$ cat src/rtl/bracket_balance_checker_unit_assert.svh
// ----------------------------------------------------------------------------
// bracket_balance_checker_unit_assert.svh
// Assertion macros used by the bracket checker RTL.
// ----------------------------------------------------------------------------
`ifndef BRACKET_BALANCE_CHECKER_UNIT_ASSERT_SVH
`define BRACKET_BALANCE_CHECKER_UNIT_ASSERT_SVH

// same-cycle implication, checked outside reset
`define BBC_ASSERT_NOW(label, clk, rst_n, ante, cons) \
	label: assert property (@(posedge clk) disable iff (!rst_n) (ante) |-> (cons)) \
		else $error("bbc assertion failed");

// next-cycle implication, checked outside reset
`define BBC_ASSERT_NEXT(label, clk, rst_n, ante, cons) \
	label: assert property (@(posedge clk) disable iff (!rst_n) (ante) |=> (cons)) \
		else $error("bbc assertion failed");

`endif

$ cat src/rtl/bbc_pkg.sv
// ----------------------------------------------------------------------------
// bbc_pkg
// Types, character constants and byte decode for the bracket checker.
// ----------------------------------------------------------------------------
package bbc_pkg;

	typedef logic [1:0] closer_t;

	localparam closer_t CODE_ROUND  = 2'd0;
	localparam closer_t CODE_SQUARE = 2'd1;
	localparam closer_t CODE_CURLY  = 2'd2;

	localparam logic [7:0] CHAR_LROUND  = 8'h28; // (
	localparam logic [7:0] CHAR_RROUND  = 8'h29; // )
	localparam logic [7:0] CHAR_LSQUARE = 8'h5B; // [
	localparam logic [7:0] CHAR_RSQUARE = 8'h5D; // ]
	localparam logic [7:0] CHAR_LCURLY  = 8'h7B; // {
	localparam logic [7:0] CHAR_RCURLY  = 8'h7D; // }

	// shift control for the cell chain
	typedef struct packed {
		logic push;
		logic pop;
	} stack_op_t;

	typedef struct packed {
		logic    opener;
		logic    closer;
		closer_t code;
	} decode_t;

	function automatic decode_t decode_byte(logic [7:0] b);
		decode_t d;
		d = '{opener: 1'b0, closer: 1'b0, code: CODE_ROUND};
		case (b)
			CHAR_LROUND: begin
				d.opener = 1'b1;
				d.code   = CODE_ROUND;
			end
			CHAR_LSQUARE: begin
				d.opener = 1'b1;
				d.code   = CODE_SQUARE;
			end
			CHAR_LCURLY: begin
				d.opener = 1'b1;
				d.code   = CODE_CURLY;
			end
			CHAR_RROUND: begin
				d.closer = 1'b1;
				d.code   = CODE_ROUND;
			end
			CHAR_RSQUARE: begin
				d.closer = 1'b1;
				d.code   = CODE_SQUARE;
			end
			CHAR_RCURLY: begin
				d.closer = 1'b1;
				d.code   = CODE_CURLY;
			end
			default: begin
				d.opener = 1'b0;
			end
		endcase
		return d;
	endfunction

endpackage

$ cat src/rtl/bbc_if.sv
// ----------------------------------------------------------------------------
// bbc_if
// Valid/ready channels: text bytes in, verdict words out.
// ----------------------------------------------------------------------------
interface bbc_text_if;
	logic       valid;
	logic       ready;
	logic [7:0] text_byte;
	logic       is_last;

	modport source (output valid, output text_byte, output is_last, input ready);
	modport sink   (input valid, input text_byte, input is_last, output ready);
endinterface

interface bbc_verdict_if;
	logic valid;
	logic ready;
	logic balanced;
	logic overflowed;

	modport source (output valid, output balanced, output overflowed, input ready);
	modport sink   (input valid, input balanced, input overflowed, output ready);
endinterface

$ cat src/rtl/bbc_cell.sv
// ----------------------------------------------------------------------------
// bbc_cell
// One stack slot: loads from the slot above on push, from below on pop.
// ----------------------------------------------------------------------------
module bbc_cell
	import bbc_pkg::*;
(
	input  logic      clk,
	input  stack_op_t op,
	input  closer_t   from_above,
	input  closer_t   from_below,
	output closer_t   code
);

	closer_t code_q;

	always_ff @(posedge clk) begin
		if (op.push) begin
			code_q <= from_above;
		end else if (op.pop) begin
			code_q <= from_below;
		end
	end

	assign code = code_q;

endmodule

$ cat src/rtl/bracket_balance_checker_unit.sv
// The last byte registers its verdict in the output word, or in the skid word
// while that one waits. One byte per cycle is taken while the skid word is
// empty; every cell shifts in the same cycle on push or pop, and the match
// compare against cell 0 plus the level update is the per-byte path. The main
// and skid output words keep input flowing while one verdict waits. Reset
// clears level, error flags and output valids; the stack cells are not reset.
`include "bracket_balance_checker_unit_assert.svh"

// ----------------------------------------------------------------------------
// bracket_balance_checker_unit
// Bracket balance checker built on a shifting chain of stack cells.
// ----------------------------------------------------------------------------
module bracket_balance_checker_unit
	import bbc_pkg::*;
#(
	parameter int STACK_DEPTH = 64
) (
	input  logic   clk,
	input  logic   arst_n,
	bbc_text_if.sink      chars,
	bbc_verdict_if.source verdict
);

	localparam int LVL_W = $clog2(STACK_DEPTH + 1);
	localparam logic [LVL_W-1:0] LVL_FULL = LVL_W'(STACK_DEPTH);

	logic [LVL_W-1:0] level_q;
	logic             mismatch_q;
	logic             overflow_q;

	logic out_valid_q, out_bal_q, out_ovf_q;
	logic skid_full_q, skid_bal_q, skid_ovf_q;

	closer_t   cell_code [STACK_DEPTH];
	stack_op_t op;
	decode_t   dec;

	logic             take;
	logic             empty, full, hit;
	logic [LVL_W-1:0] level_nx;
	logic             mismatch_nx, overflow_nx;
	logic             res_new, res_bal;
	logic             out_fire;

	assign chars.ready = !skid_full_q;
	assign take        = chars.valid && chars.ready;

	always_comb begin
		dec         = decode_byte(chars.text_byte);
		empty       = (level_q == '0);
		full        = (level_q == LVL_FULL);
		hit         = !empty && (cell_code[0] == dec.code);
		op.push     = take && dec.opener && !full;
		op.pop      = take && dec.closer && hit;
		level_nx    = level_q;
		mismatch_nx = mismatch_q;
		overflow_nx = overflow_q;
		if (op.push) begin
			level_nx = level_q + LVL_W'(1);
		end else if (op.pop) begin
			level_nx = level_q - LVL_W'(1);
		end
		if (take && dec.opener && full) begin
			overflow_nx = 1'b1;
		end
		if (take && dec.closer && !hit) begin
			mismatch_nx = 1'b1;
		end
		res_new = take && chars.is_last;
		res_bal = !mismatch_nx && !overflow_nx && (level_nx == '0);
	end

	// cell chain: cell 0 is the top of stack
	for (genvar i = 0; i < STACK_DEPTH; i++) begin : g_cell
		closer_t above, below;
		if (i == 0) begin : g_top
			assign above = dec.code;
		end else begin : g_mid
			assign above = cell_code[i-1];
		end
		if (i == STACK_DEPTH - 1) begin : g_bot
			assign below = cell_code[i];
		end else begin : g_up
			assign below = cell_code[i+1];
		end
		bbc_cell u_cell (
			.clk        (clk),
			.op         (op),
			.from_above (above),
			.from_below (below),
			.code       (cell_code[i])
		);
	end

	always_ff @(posedge clk or negedge arst_n) begin
		if (!arst_n) begin
			level_q    <= '0;
			mismatch_q <= 1'b0;
			overflow_q <= 1'b0;
		end else if (take) begin
			if (chars.is_last) begin
				level_q    <= '0;
				mismatch_q <= 1'b0;
				overflow_q <= 1'b0;
			end else begin
				level_q    <= level_nx;
				mismatch_q <= mismatch_nx;
				overflow_q <= overflow_nx;
			end
		end
	end

	// output word plus skid word
	assign out_fire = out_valid_q && verdict.ready;

	always_ff @(posedge clk or negedge arst_n) begin
		if (!arst_n) begin
			out_valid_q <= 1'b0;
			skid_full_q <= 1'b0;
		end else if (skid_full_q) begin
			if (out_fire) begin
				skid_full_q <= 1'b0;
			end
		end else if (res_new) begin
			if (!out_valid_q || out_fire) begin
				out_valid_q <= 1'b1;
			end else begin
				skid_full_q <= 1'b1;
			end
		end else if (out_fire) begin
			out_valid_q <= 1'b0;
		end
	end

	always_ff @(posedge clk) begin
		if (skid_full_q) begin
			if (out_fire) begin
				out_bal_q <= skid_bal_q;
				out_ovf_q <= skid_ovf_q;
			end
		end else if (res_new) begin
			if (!out_valid_q || out_fire) begin
				out_bal_q <= res_bal;
				out_ovf_q <= overflow_nx;
			end else begin
				skid_bal_q <= res_bal;
				skid_ovf_q <= overflow_nx;
			end
		end
	end

	assign verdict.valid      = out_valid_q;
	assign verdict.balanced   = out_bal_q;
	assign verdict.overflowed = out_ovf_q;

	`BBC_ASSERT_NOW(a_level_bound, clk, arst_n, 1'b1, level_q <= LVL_FULL)
	`BBC_ASSERT_NOW(a_skid_behind_out, clk, arst_n, skid_full_q, out_valid_q)
	`BBC_ASSERT_NEXT(a_clear_after_last, clk, arst_n, take && chars.is_last,
		level_q == '0 && !mismatch_q && !overflow_q)
	`BBC_ASSERT_NOW(a_ovf_not_bal, clk, arst_n, out_valid_q, !(out_bal_q && out_ovf_q))
	`BBC_ASSERT_NOW(a_no_push_pop, clk, arst_n, 1'b1, !(op.push && op.pop))

endmodule

$ cat src/flat_wrapper.sv
// flat-port wrapper written by rule: the top's interface ports become plain ports
module bracket_balance_checker_unit_flat import bbc_pkg::*;
#(
	parameter int STACK_DEPTH = 64
)
  (clk, arst_n, chars_valid, chars_text_byte, chars_is_last, chars_ready, verdict_valid, verdict_balanced, verdict_overflowed, verdict_ready);
  bbc_text_if chars_i ();
  bbc_verdict_if verdict_i ();
  input  logic clk;
  input  logic arst_n;
  input wire logic [$bits(chars_i.valid)-1:0] chars_valid;
  input wire logic [$bits(chars_i.text_byte)-1:0] chars_text_byte;
  input wire logic [$bits(chars_i.is_last)-1:0] chars_is_last;
  output wire logic [$bits(chars_i.ready)-1:0] chars_ready;
  output wire logic [$bits(verdict_i.valid)-1:0] verdict_valid;
  output wire logic [$bits(verdict_i.balanced)-1:0] verdict_balanced;
  output wire logic [$bits(verdict_i.overflowed)-1:0] verdict_overflowed;
  input wire logic [$bits(verdict_i.ready)-1:0] verdict_ready;
  assign chars_i.valid = chars_valid;
  assign chars_i.text_byte = chars_text_byte;
  assign chars_i.is_last = chars_is_last;
  assign chars_ready = chars_i.ready;
  assign verdict_valid = verdict_i.valid;
  assign verdict_balanced = verdict_i.balanced;
  assign verdict_overflowed = verdict_i.overflowed;
  assign verdict_i.ready = verdict_ready;
  bracket_balance_checker_unit #(.STACK_DEPTH(STACK_DEPTH)) u_core (.clk(clk), .arst_n(arst_n), .chars(chars_i), .verdict(verdict_i));
endmodule
$ cat config.mk
export PLATFORM = sky130hd
export DESIGN_NAME = bracket_balance_checker_unit_flat
export DESIGN_NICKNAME = d
export VERILOG_FILES = /design/src/rtl/bbc_pkg.sv /design/src/rtl/bbc_if.sv /design/src/rtl/bbc_cell.sv /design/src/rtl/bracket_balance_checker_unit.sv /design/src/flat_wrapper.sv
export VERILOG_INCLUDE_DIRS = /design/src /design/src/rtl
export SDC_FILE = /design/constraint.sdc
export NUM_CORES = 1
export LEC_CHECK = 0
export ABC_CLOCK_PERIOD_IN_PS = 12300
export BUFFER_PORTS_ARGS = -buffer_cell sky130_fd_sc_hd__buf_2
export CORE_MARGIN = 3
export CORE_UTILIZATION = 67
export CTS_CLUSTER_DIAMETER = 40
export DETAILED_ROUTE_END_ITERATION = 10
export GPL_TIMING_DRIVEN = 0
export PLACE_DENSITY_LB_ADDON = 0.15
export SKIP_CTS_REPAIR_TIMING = 1
export SYNTH_ARGS = -nofsm -noshare
export SYNTH_HDL_FRONTEND = slang
export SYNTH_SLANG_ARGS = --single-unit
$ cat constraint.sdc
create_clock -name clk -period 12.3 [get_ports clk]
set_input_delay 1.23 -clock clk [delete_from_list [all_inputs] [get_ports clk]]
set_output_delay 1.23 -clock clk [all_outputs]
set_load 0.02 [all_outputs]
-- After elaboration in Yosys (flattened, before gate mapping)
Index checks and enable logic that the tools add are counted.
W data, S select, Z words.
- output and inout bits: 4
- bits in registers: 143
- logic and storage cells: 271
- input bits: 13
- eq/ne operators: 10
- reductions and logical operators: 33
- bitwise operators: 2
- $add $sub $neg: 2
- mux-type cells: 151
- operators with widths (operator ; number):
    $mux W2 ; 126
    $eq A8 B7 Y1 const B ; 4
    $mux W1 ; 21
    $mux W7 ; 3
    $eq A8 B6 Y1 const B ; 2
    $logic_not A7 Y1 ; 2
    $logic_and A1 B1 Y1 ; 12
    $reduce_and A3 Y1 ; 3
    $reduce_bool A2 Y1 ; 4
    $add A7 B1 Y7 const B ; 1
    $eq A7 B7 Y1 const B ; 1
    $logic_not A1 Y1 ; 7
    $sub A7 B1 Y7 const B ; 1
    $reduce_or A3 Y1 ; 2
    $ne A2 B2 Y1 const B ; 2
    $pmux W2 S2 ; 1
    $reduce_or A2 Y1 ; 2
    $eq A2 B2 Y1 ; 1
    $not A1 Y1 ; 2
    $logic_or A1 B1 Y1 ; 1

-- Longest topological paths before layout
Gate-level depths: netlist (run 1).
- word-level depth: 14
- gate-level depth with buffers: 11
- depth with buffers taken out: 10

-- By module
From an unflattened synthesis (run 1), not the netlist that was laid out.
- cell total of the unflattened synthesis: 457
- area total of the unflattened synthesis: 6890.4 sq um
- by module, submodules not included (module ; times used ; area each (sq um) ; sequential area each (sq um) ; cells each):
    bbc_cell ; 64 ; 88.8 ; 60.1 ; 5
    bracket_balance_checker_unit ; 1 ; 1204.9 ; 395.4 ; 137

-- Worst setup path after synthesis (run 1)
No wires, ideal clock.
- kind: input port to flip-flop
- start point: input port chars_text_byte[7]
- end point: register u_core.level_q[0]
- data arrival time: 5.310 ns
- setup slack: 6.839 ns
- stages: 8
- library setup time: 0.150 ns
- cell sequence: and3b_1 -> buf_4 -> nand3_1 -> a211o_1 -> clkbuf_1 -> nand2_1 -> xnor2_1 -> o22ai_1
- longest elaborated chain between the ends: 9
- elaborated cells on any way between the ends: 22
- those cells by class: eq/ne (7); mux (6); reduce/logical (9)
- ends and longest elaborated chain (item ; line ; RTL):
    from (decl) ; flat_wrapper.sv:12 ; input wire logic [$bits(chars_i.text_byte)-1:0] chars_text_byte;
    $eq A8 B7 Y1 ; bbc_pkg.sv:35 ; case (b)
    $reduce_or A2 Y1 (no source line) ; - ;
    $pmux W2 S2 ; bbc_pkg.sv:35 ;
    $eq A2 B2 Y1 ; bracket_balance_checker_unit.sv:52 ; hit = !empty && (cell_code[0] == dec.code);
    $logic_and A1 B1 Y1 ; bracket_balance_checker_unit.sv:52 ;
    $logic_and A1 B1 Y1 ; bracket_balance_checker_unit.sv:54 ; op.pop = take && dec.closer && hit;
    $mux W7 ; bracket_balance_checker_unit.sv:60 ; end else if (op.pop) begin
    $mux W7 (*) ; bracket_balance_checker_unit.sv:58 ; if (op.push) begin
    $mux W7 (*) ; bracket_balance_checker_unit.sv:101 ; if (chars.is_last) begin
    to (signal assigned) ; bracket_balance_checker_unit.sv:106 ; level_q <= level_nx;
    to (decl) ; bracket_balance_checker_unit.sv:27 ; logic [LVL_W-1:0] level_q;
Mark *: on every way between the ends. The rest lies on a longest branch, timed or not.
A chain may end at the register's enable or synchronous reset.

-- Worst setup path after layout (run 1)
- start point: register u_core.level_q[0]
- end point: register u_core.level_q[0]
- longest elaborated chain between the ends: 7
- elaborated cells on any way between the ends: 12
- those cells by class: add/sub (2); eq/ne (1); mux (3); reduce/logical (6)
- ends and longest elaborated chain (item ; line):
    branches (longest 5 deep; another with $sub A7 B1 Y7) ; -
    $mux W7 (*) ; bracket_balance_checker_unit.sv:58
    $mux W7 (*) ; bracket_balance_checker_unit.sv:101
Mark *: on every way between the ends.

==> flow_summary.toml, run 1 <==
[detailed_routing]
ant_nets = 0
detail_route.wirelength_mm = 12.8
avgViaCountPerCell = 5.68
dr.first_iter.drc_count = 405
wl_per_cell_um = 15.3
drt-pass1-iter-count = 6
dr_total_vias = 4750
drc_errors = 0

[worst_setup_path]
r2r-start = "u_core.level_q[0]"
worstPathArrival_ns = 3.92
crit_fanout = 74
cp-end-kind = "register"
critPathRequiredTime_ns = 12.72
crit_start = "u_core.level_q[0]"
critPathKind = "reg -> reg"
reg2reg_slack_ns = 8.79
crit_path_start_kind = "register"

[cells_and_area]
fill_cells = 596
drive_gt1_share_pct = 9.34
n_antenna_cell = 0
fin_area_um2 = 7370
instances_no_fill = 836
area_delta_synth_final_pct = 12.8
nNetsFinal = 710
finish.utilization_pct = 78.6

[power_and_ir_drop]
p_leak_nw = 3.08
vdd_ir_drop_max_mv = 0.114
p_per_area_nw_per_um2 = 157

[grt]
antenna_found_initial = 0
grt_max_degree = 75
grt_pass1_wl_mm = 22.3
grtUsageTotal_pct = 25.5
gr-total-overflow = 0
grt_pass1_vias = 4801

[synth]
netlist_area_um2 = 6530
synth_cells = 658
yosys_warnings = 0
async_flop_share_pct = 7.69
syn_nets = 674
yosysMostFrequentCell = "nand2_1"
synth-seq-cells = 143
yosysTopAreaCell = "edfxtp_1"
synth_common_cells = "nand2_1 (388), edfxtp_1 (132), clkbuf_1 (23)"
yosys_most_used_dff = "edfxtp_1"
syn_avg_cell_area_um2 = 9.92
synth.distinct_cells = 54
seq_area_frac_synth_pct = 64.9
synth_top_area_share_pct = 60.7
synth_edf_count = 132
yosys-top-cells-area = "edfxtp_1 (61%), nand2_1 (22%), dfrtp_1 (4.2%)"

[placement]
numPortBuffers = 16
dp_cells = 804
gp_congestion = 0.896
placedInstanceArea_um2 = 6810
dpl.hpwl_mm = 7.86

[run]
drv_cap = 0

[floorplanning]
dieArea_um2 = 11000
die_w_um = 105
rows = 35
num_io_pins = 17
die_y_um = 105
start_util_pct = 69.7
coreArea_um2 = 9370

[sta]
tightest_slew_ns = 0.730
min_period_over_period_pct = 28.5
setup_tns_ns = 0
whs_ns = 0.453
maxSlewViolCount = 0
hold_violations = 0
grt_setup_unrepaired = "false"
fin_crit_ns = 3.51
fmax_mhz = 285
relSlewSlack_pct = 51.3
setup_viol = 0
clock_skew_ns = 0.0132

[clock_tree]
root_buffer = "clkbuf_8"
cts.sinks = 143
clockBufferDepth = 2
htree_levels = 4
clkTransAtPathRegs_ns = 0.07
cts_tree = "yes"
cts_made_buffers = 17
clkLatencyLatePin_ns = 0.54

[run_status]
run_status = "completed"

[min_path]
min_from = "u_core.g_cell[62].u_cell.code[1]"
min_path_type = "reg -> reg"
-- sequential cells by signal, summed over array words and instances, names as in the netlist --
signal	count
u_core.g_cell.u_cell.code	128
u_core.level_q	7
u_core.mismatch_q	1
u_core.overflow_q	1
u_core.skid_bal_q	1
u_core.skid_full_q	1
u_core.skid_ovf_q	1
u_core.verdict.balanced	1
u_core.verdict.overflowed	1
u_core.verdict.valid	1
-- area by class of cell --
type	count	area, um^2	area share [%]
clock inverter	14	143	1.94
clock buffer	18	418	5.67
sequential	143	4240	57.6
tap	129	161	2.19
inverter	7	26.3	0.357
timing repair buffer	17	108	1.46
buffer	31	135	1.83
multi-input combinational	477	2140	29.0
-- final timing paths --
path                                               endpoint  cells past startpoint
hold reg to reg            u_core.g_cell[63].u_cell.code[1]                      0
setup reg to reg                          u_core.level_q[0]                     11
setup / recovery                          u_core.level_q[0]                     11
min in group asynchronous                 u_core.level_q[0]                      1
hold / removal             u_core.g_cell[63].u_cell.code[1]                      0
max in group asynchronous              u_core.verdict.valid                      1
-- power breakdown --
group	switching, mW	total [mW]	internal (mW)
combinational	0.0662	0.108	0.0421
clock	0.203	0.491	0.288
sequential	0.0148	0.555	0.541
total	0.284	1.15	0.871
-- critical path, stage by stage (launching register included) --
cell and delay (ns):
dfrtp_1 0.35, clkbuf_1 0.28, inv_1 0.14, ha_1 0.24, nor2b_1 0.14, and3_1 0.21
a211o_1 0.34, clkbuf_1 0.33, nand2_4 0.63, buf_16 0.38, xnor2_1 0.16, o22ai_1 0.10
-- placed cells by master, fill, tap and decap left out, drive strengths merged, types with 5 or more instances in the layout --
master / instances
nand2: 388
nor2: 7
clkinv: 7
o21ai: 6
inv: 9
clkbuf: 41
buf: 25
edfxtp: 132
nand3: 7
dfrtp: 11
nand4: 5
-- routing by layer --
metal | vias to the layer above | routed length [um] | global-route usage (%)
li1 | 2270 | - | -
met1 | 2299 | 5560 | 33.4
met2 | 149 | 6290 | 42.3
met3 | 32 | 675 | 6.49
met4 | 0 | 254 | 8.34
met5 | - | 0 | 0
-- cells by family (layout without fill, tap and decap cells) --
kind of cell    Yosys count  after routing  synth area share (%)
simple gates            431            431                  26.5
mux                       1              1                 0.172
fa+ha+maj                 3              3                 0.575
buf+inv                  38             87                  2.47
xor+xnor                  6              6                 0.920
flops                   143            143                  64.9
compound gates           36             36                  4.43
-- metrics by stage --
| step | setup WS (ns) | power (mW) |
|---|---|---|
| 3_5_place_dp | 8.26 | 0.672 |
| 3_3_place_gp | 5.46 | 0.667 |
| 2_1_floorplan | 6.84 | 0.642 |
| 4_1_cts | 8.82 | 1.16 |
| 6_report | 8.79 | 1.15 |
| 5_1_grt | 8.50 | 1.20 |
(Power assumes the default switching activity.)
==> run 2: changes to the inputs <==
--- a/config.mk
+++ b/config.mk
@@ -6,10 +6,11 @@
 export SDC_FILE = /design/constraint.sdc
 export NUM_CORES = 1
 export LEC_CHECK = 0
-export ABC_CLOCK_PERIOD_IN_PS = 12300
+export ABC_AREA = 1
+export ABC_CLOCK_PERIOD_IN_PS = 3100
 export BUFFER_PORTS_ARGS = -buffer_cell sky130_fd_sc_hd__buf_2
 export CORE_MARGIN = 3
-export CORE_UTILIZATION = 67
+export CORE_UTILIZATION = 56
 export CTS_CLUSTER_DIAMETER = 40
 export DETAILED_ROUTE_END_ITERATION = 10
 export GPL_TIMING_DRIVEN = 0
==> constraint.sdc (replaced) <==
create_clock -name clk -period 3.1 [get_ports clk]
set_input_delay 0.31 -clock clk [delete_from_list [all_inputs] [get_ports clk]]
set_output_delay 0.31 -clock clk [all_outputs]
set_load 0.02 [all_outputs]
==> run 2 against run 1 <==
Compared with the run above:
- worst setup slack got worse by 8.5 ns
- highest routed layer unchanged
- synthesized area increased by 1.8%
- routed wire length decreased by 5.2%
- critical endpoint is now u_core.skid_bal_q
==> flow_summary.toml, run 2 <==
[clock_tree]
htree_levels = 4
clockBufferDepth = 2
cts_tree = "yes"
cts.sinks = 143
cts_made_buffers = 17
clkLatencyLatePin_ns = 0.42
clkTransAtPathRegs_ns = 0.05
root_buffer = "clkbuf_16"

[cells_and_area]
nNetsFinal = 706
area_delta_synth_final_pct = 12.0
final_cell_mix = "nand2_1 (173), o21ai_0 (134), edfxtp_1 (132)"
fill_cells = 907
largest_reg_flops = 128
multi_input_area_um2 = 1940
fin_area_um2 = 7440
n_antenna_cell = 0
drive_gt1_share_pct = 13.0
final_common_cell = "nand2_1"
seq_area_um2 = 4240
finish.utilization_pct = 64.6

[sta]
relSlewSlack_pct = 38.0
setup_tns_ns = 0
tightest_slew_ns = 0.930
grt_setup_unrepaired = "false"
min_period_over_period_pct = 90.0
whs_ns = 0.195
fin_crit_ns = 2.79
maxSlewViolCount = 0
fmax_mhz = 359
setup_viol = 0
clock_skew_ns = 0.00694
hold_violations = 0

[floorplanning]
coreArea_um2 = 11500
rows = 39
dieArea_um2 = 13200
num_io_pins = 17
start_util_pct = 57.7
die_w_um = 115
die_y_um = 115

[synth]
synth_top_area_share_pct = 59.6
yosys_warnings = 0
synth_common_cells = "nand2_1 (173), o21ai_0 (134), edfxtp_1 (132)"
syn_avg_cell_area_um2 = 10.2
yosys-top-cells-area = "edfxtp_1 (60%), o21ai_0 (10%), nand2_1 (9.8%)"
synth.distinct_cells = 35
yosys_most_used_dff = "edfxtp_1"
synth_edf_count = 132
async_flop_share_pct = 7.69
syn_nets = 670
yosysTopAreaCell = "edfxtp_1"
yosysMostFrequentCell = "nand2_1"
synth-seq-cells = 143
synth_cells = 654
netlist_area_um2 = 6650
seq_area_frac_synth_pct = 63.8

[detailed_routing]
avgViaCountPerCell = 5.43
drt-pass1-iter-count = 5
dr.first_iter.drc_count = 499
ant_nets = 0
drc_errors = 0
dr_total_vias = 4592
detail_route.wirelength_mm = 12.1
wl_per_cell_um = 14.3

[worst_setup_path]
worstPathArrival_ns = 2.95
critPathKind = "reg -> reg"
reg2reg_slack_ns = 0.31
r2r_end = "u_core.skid_bal_q"
crit_path_start_kind = "register"
cp-end-kind = "register"
crit_start = "u_core.skid_full_q"
r2r_cells = 11
critPathRequiredTime_ns = 3.26
crit_fanout = 127
r2r-start = "u_core.skid_full_q"

[placement]
dpl.hpwl_mm = 7.86
numPortBuffers = 16
gp_congestion = 0.810
placedInstanceArea_um2 = 6920

[min_path]
min_path_type = "in -> reg"
min_from = "verdict_ready"
min_path_cells = 4
holdPathEnd = "u_core.skid_full_q"

[grt]
grt_max_degree = 128
grt_pass1_wl_mm = 20.1
gr-total-overflow = 0
grtUsageTotal_pct = 19.2
antenna_found_initial = 0
grt_pass1_vias = 4323

[run]
drv_cap = 0

[run_status]
run_status = "completed"

[power_and_ir_drop]
p_leak_nw = 2.98
p_per_area_nw_per_um2 = 545
vdd_ir_drop_max_mv = 0.359
run 2: through the flow:
| stage | setup WS (ns) | std cells | power, mW |
|---|---|---|---|
| after floorplan | 0.378 | 654 | 2.25 |
| after global placement | -0.140 | 813 | 2.29 |
| after detailed placement | 0.341 | 813 | 2.30 |
| after CTS | 0.326 | 844 | 4.08 |
| after global routing | 0.136 | 845 | 4.18 |
| final | 0.311 | 845 | 4.06 |
run 2: power by group:
group / internal, mW / total, mW / switching [mW] / leakage, nW
combinational: 0.0406 / 0.138 / 0.0971 / 1.39
sequential: 2.11 / 2.12 / 0.0163 / 1.34
clock: 1.08 / 1.80 / 0.718 / 0.250
run 2: worst max path at each step:
stage	end	cells after the start	slack (ns)
detailed placement	u_core.skid_bal_q	14	0.34
finish	u_core.skid_bal_q	11	0.31
floorplan	u_core.skid_bal_q	11	0.38
global placement	u_core.skid_bal_q	14	-0.14
global route	u_core.skid_bal_q	13	0.14
CTS	u_core.skid_bal_q	13	0.33
run 2: cell families (layout without fill, tap and decap cells):
logic type               after synthesis  in the layout  synth area share [%]
AO/OA/AOI/OAI                        148            148                  11.6
XOR/XNOR                               6              6                 0.790
adder cells (fa/ha/maj)                3              3                 0.565
buffers and inverters                119            167                  7.25
flip-flops                           143            143                  63.8
AND/OR/NAND/NOR                      235            235                  16.0
run 2: layout make-up:
type	count	share of cell area, %
timing repair buffer	17	1.21
buffer	29	1.93
clock buffer	21	5.92
inverter	90	4.54
sequential	143	56.9
multi-input combinational	392	26.1
tap	143	2.40
clock inverter	10	0.975
run 2: layer usage:
metal  global-route usage [%]  vias to the layer above  wire, um  part of all wire, %
li1                         -                     2265         -                    -
met1                     26.8                     2201      5700                   47
met2                     29.3                      107      5690                   47
met3                     4.89                       19       526                  4.3
met4                     7.67                        0       203                  1.7
met5                        0                        -         0                    0
run 2: critical path, cell delays in order, from the launching register on:
cell	delay, ns
dfrtp_1	0.45
inv_2	0.11
nand2_1	0.20
a21oi_4	0.31
nand3_4	0.18
nand2_8	0.69
nand2_1	0.10
nand2_1	0.12
nor2_1	0.04
nand2_1	0.05
nor2_1	0.05
and2_1	0.17
==> run 3: changes to the inputs <==
--- a/config.mk
+++ b/config.mk
@@ -11,6 +11,7 @@
 export BUFFER_PORTS_ARGS = -buffer_cell sky130_fd_sc_hd__buf_2
 export CORE_MARGIN = 3
 export CORE_UTILIZATION = 56
+export CTS_BUF_LIST = sky130_fd_sc_hd__clkbuf_16
 export CTS_CLUSTER_DIAMETER = 40
 export DETAILED_ROUTE_END_ITERATION = 10
 export GPL_TIMING_DRIVEN = 0
==> run 3 against run 2 <==
Compared with the run above:
- first-iteration DRC count is the same
- sequential share of layout area is the same
- worst setup slack gained 0.0016 ns
- largest power group unchanged
==> flow_summary.toml, run 3 (synthesis gave the netlist of run 2 again) <==
[power_and_ir_drop]
p_per_area_nw_per_um2 = 543
power_mw = 4.05
p_leak_nw = 2.99
vdd_ir_drop_max_mv = 0.359

[min_path]
min_path_type = "in -> reg"

[worst_setup_path]
crit_fanout = 127
crit_path_frequent_cell = "nand2_1"
crit_path_cell_trace = "inv_2, nand2_1, a21oi_4, nand3_4, nand2_8, nand2_1, nand2_1, nor2_1, nand2_1, nor2_1, and2_1"
cp-end-kind = "register"
critPathRequiredTime_ns = 3.26
worstPathArrival_ns = 2.95
cp_top_family = "simple AND/OR/NAND/NOR gates"
critPathKind = "reg -> reg"
cp_slowest_cell = "nand2_8"
max_stage_delay_ns = 0.68
crit_buf_inv = 1
crit_path_start_kind = "register"

[clock_tree]
cts_tree = "yes"
clkLatencyLatePin_ns = 0.42
cts_made_buffers = 17
clkTransAtPathRegs_ns = 0.05
htree_levels = 4
root_buffer = "clkbuf_16"
clockBufferDepth = 2
cts.sinks = 143

[floorplanning]
num_io_pins = 17
rows = 39
die_y_um = 115
die_w_um = 115
start_util_pct = 57.7
dieArea_um2 = 13200
coreArea_um2 = 11500

[detailed_routing]
drc_errors = 0
detail_route.wirelength_mm = 12.1
dr.first_iter.drc_count = 499
dr_total_vias = 4597
avgViaCountPerCell = 5.44
drt-pass1-iter-count = 7
wl_per_cell_um = 14.3
ant_nets = 0

[cells_and_area]
nNetsFinal = 706
largest_reg_flops = 128
instances_no_fill = 845
final_cell_mix = "nand2_1 (173), o21ai_0 (134), edfxtp_1 (132)"
area_delta_synth_final_pct = 12.0
finish.utilization_pct = 64.6
drive_gt1_share_pct = 13.0
fill_cells = 907
n_antenna_cell = 0
final_common_cell = "nand2_1"

[sta]
whs_ns = 0.195
fmax_mhz = 359
tightest_slew_ns = 0.925
relSlewSlack_pct = 38.3
fin_crit_ns = 2.79
setup_viol = 0
clock_skew_ns = 0.00715
grt_setup_unrepaired = "false"
maxSlewViolCount = 0
hold_violations = 0
timing.final.ws_setup_ns = 0.313
min_period_over_period_pct = 89.9

[placement]
dp_cells = 813
pre_cts_ws_ns = 0.341
numPortBuffers = 16
gp_congestion = 0.810
dpl.hpwl_mm = 7.86

[grt]
antenna_found_initial = 0
grt_pass1_vias = 4323
gr-total-overflow = 0
grt_pass1_wl_mm = 20.1
grt_max_degree = 128
grtUsageTotal_pct = 19.2

[run]
drv_cap = 0

[run_status]
run_status = "completed"
## run 3: power by group
part | internal [mW] | switching [mW] | leakage (nW)
clock | 1.07 | 0.719 | 0.267
sequential | 2.11 | 0.0163 | 1.34
combinational | 0.0406 | 0.0970 | 1.39
total | 3.21 | 0.832 | 2.99
## run 3: path summary, 6_finish.rpt
path	to	cells after the start	from	slack (ns)
min in group asynchronous	u_core.level_q[5]	2	arst_n	0.29
max reg2reg	u_core.skid_bal_q	11	u_core.skid_full_q	0.31
min reg2reg	u_core.g_cell[63].u_cell.code[0]	0	u_core.g_cell[62].u_cell.code[0]	0.45
max	u_core.skid_bal_q	11	u_core.skid_full_q	0.31
min	u_core.skid_full_q	4	verdict_ready	0.19
max in group asynchronous	u_core.level_q[6]	2	arst_n	2.60
## run 3: metrics by stage
| step | area, um^2 | TNS (ns) |
|---|---|---|
| final | 7440 | 0 |
| after global routing | 7440 | 0 |
| after CTS | 7430 | 0 |
| after detailed placement | 6920 | 0 |
| after global placement | 6910 | -0.252 |
| after floorplan | 6650 | 0 |
## run 3: layout make-up
type | instances | area, um^2 | area share (%)
repair buffers | 17 | 90.1 | 1.21
clock inverters | 14 | 87.6 | 1.18
plain buffers | 29 | 144 | 1.93
inverters | 90 | 338 | 4.54
well taps | 143 | 179 | 2.40
multi-input cells | 392 | 1940 | 26.1
flip-flops and latches | 143 | 4240 | 56.9
clock buffers | 17 | 425 | 5.71
## run 3: worst min-delay path, stage by stage
cell	delay, ns
buf_2	0.08
nand2_1	0.06
nand2_1	0.05
o21ai_0	0.06
## run 3: per-layer routing
layer / global-route usage, % / routed length (um) / vias to the layer above
met5: 0 / 0 / -
met4: 7.67 / 203 / 0
met3: 4.89 / 544 / 19
met2: 29.3 / 5710 / 122
met1: 26.8 / 5630 / 2191
li1: - / - / 2265
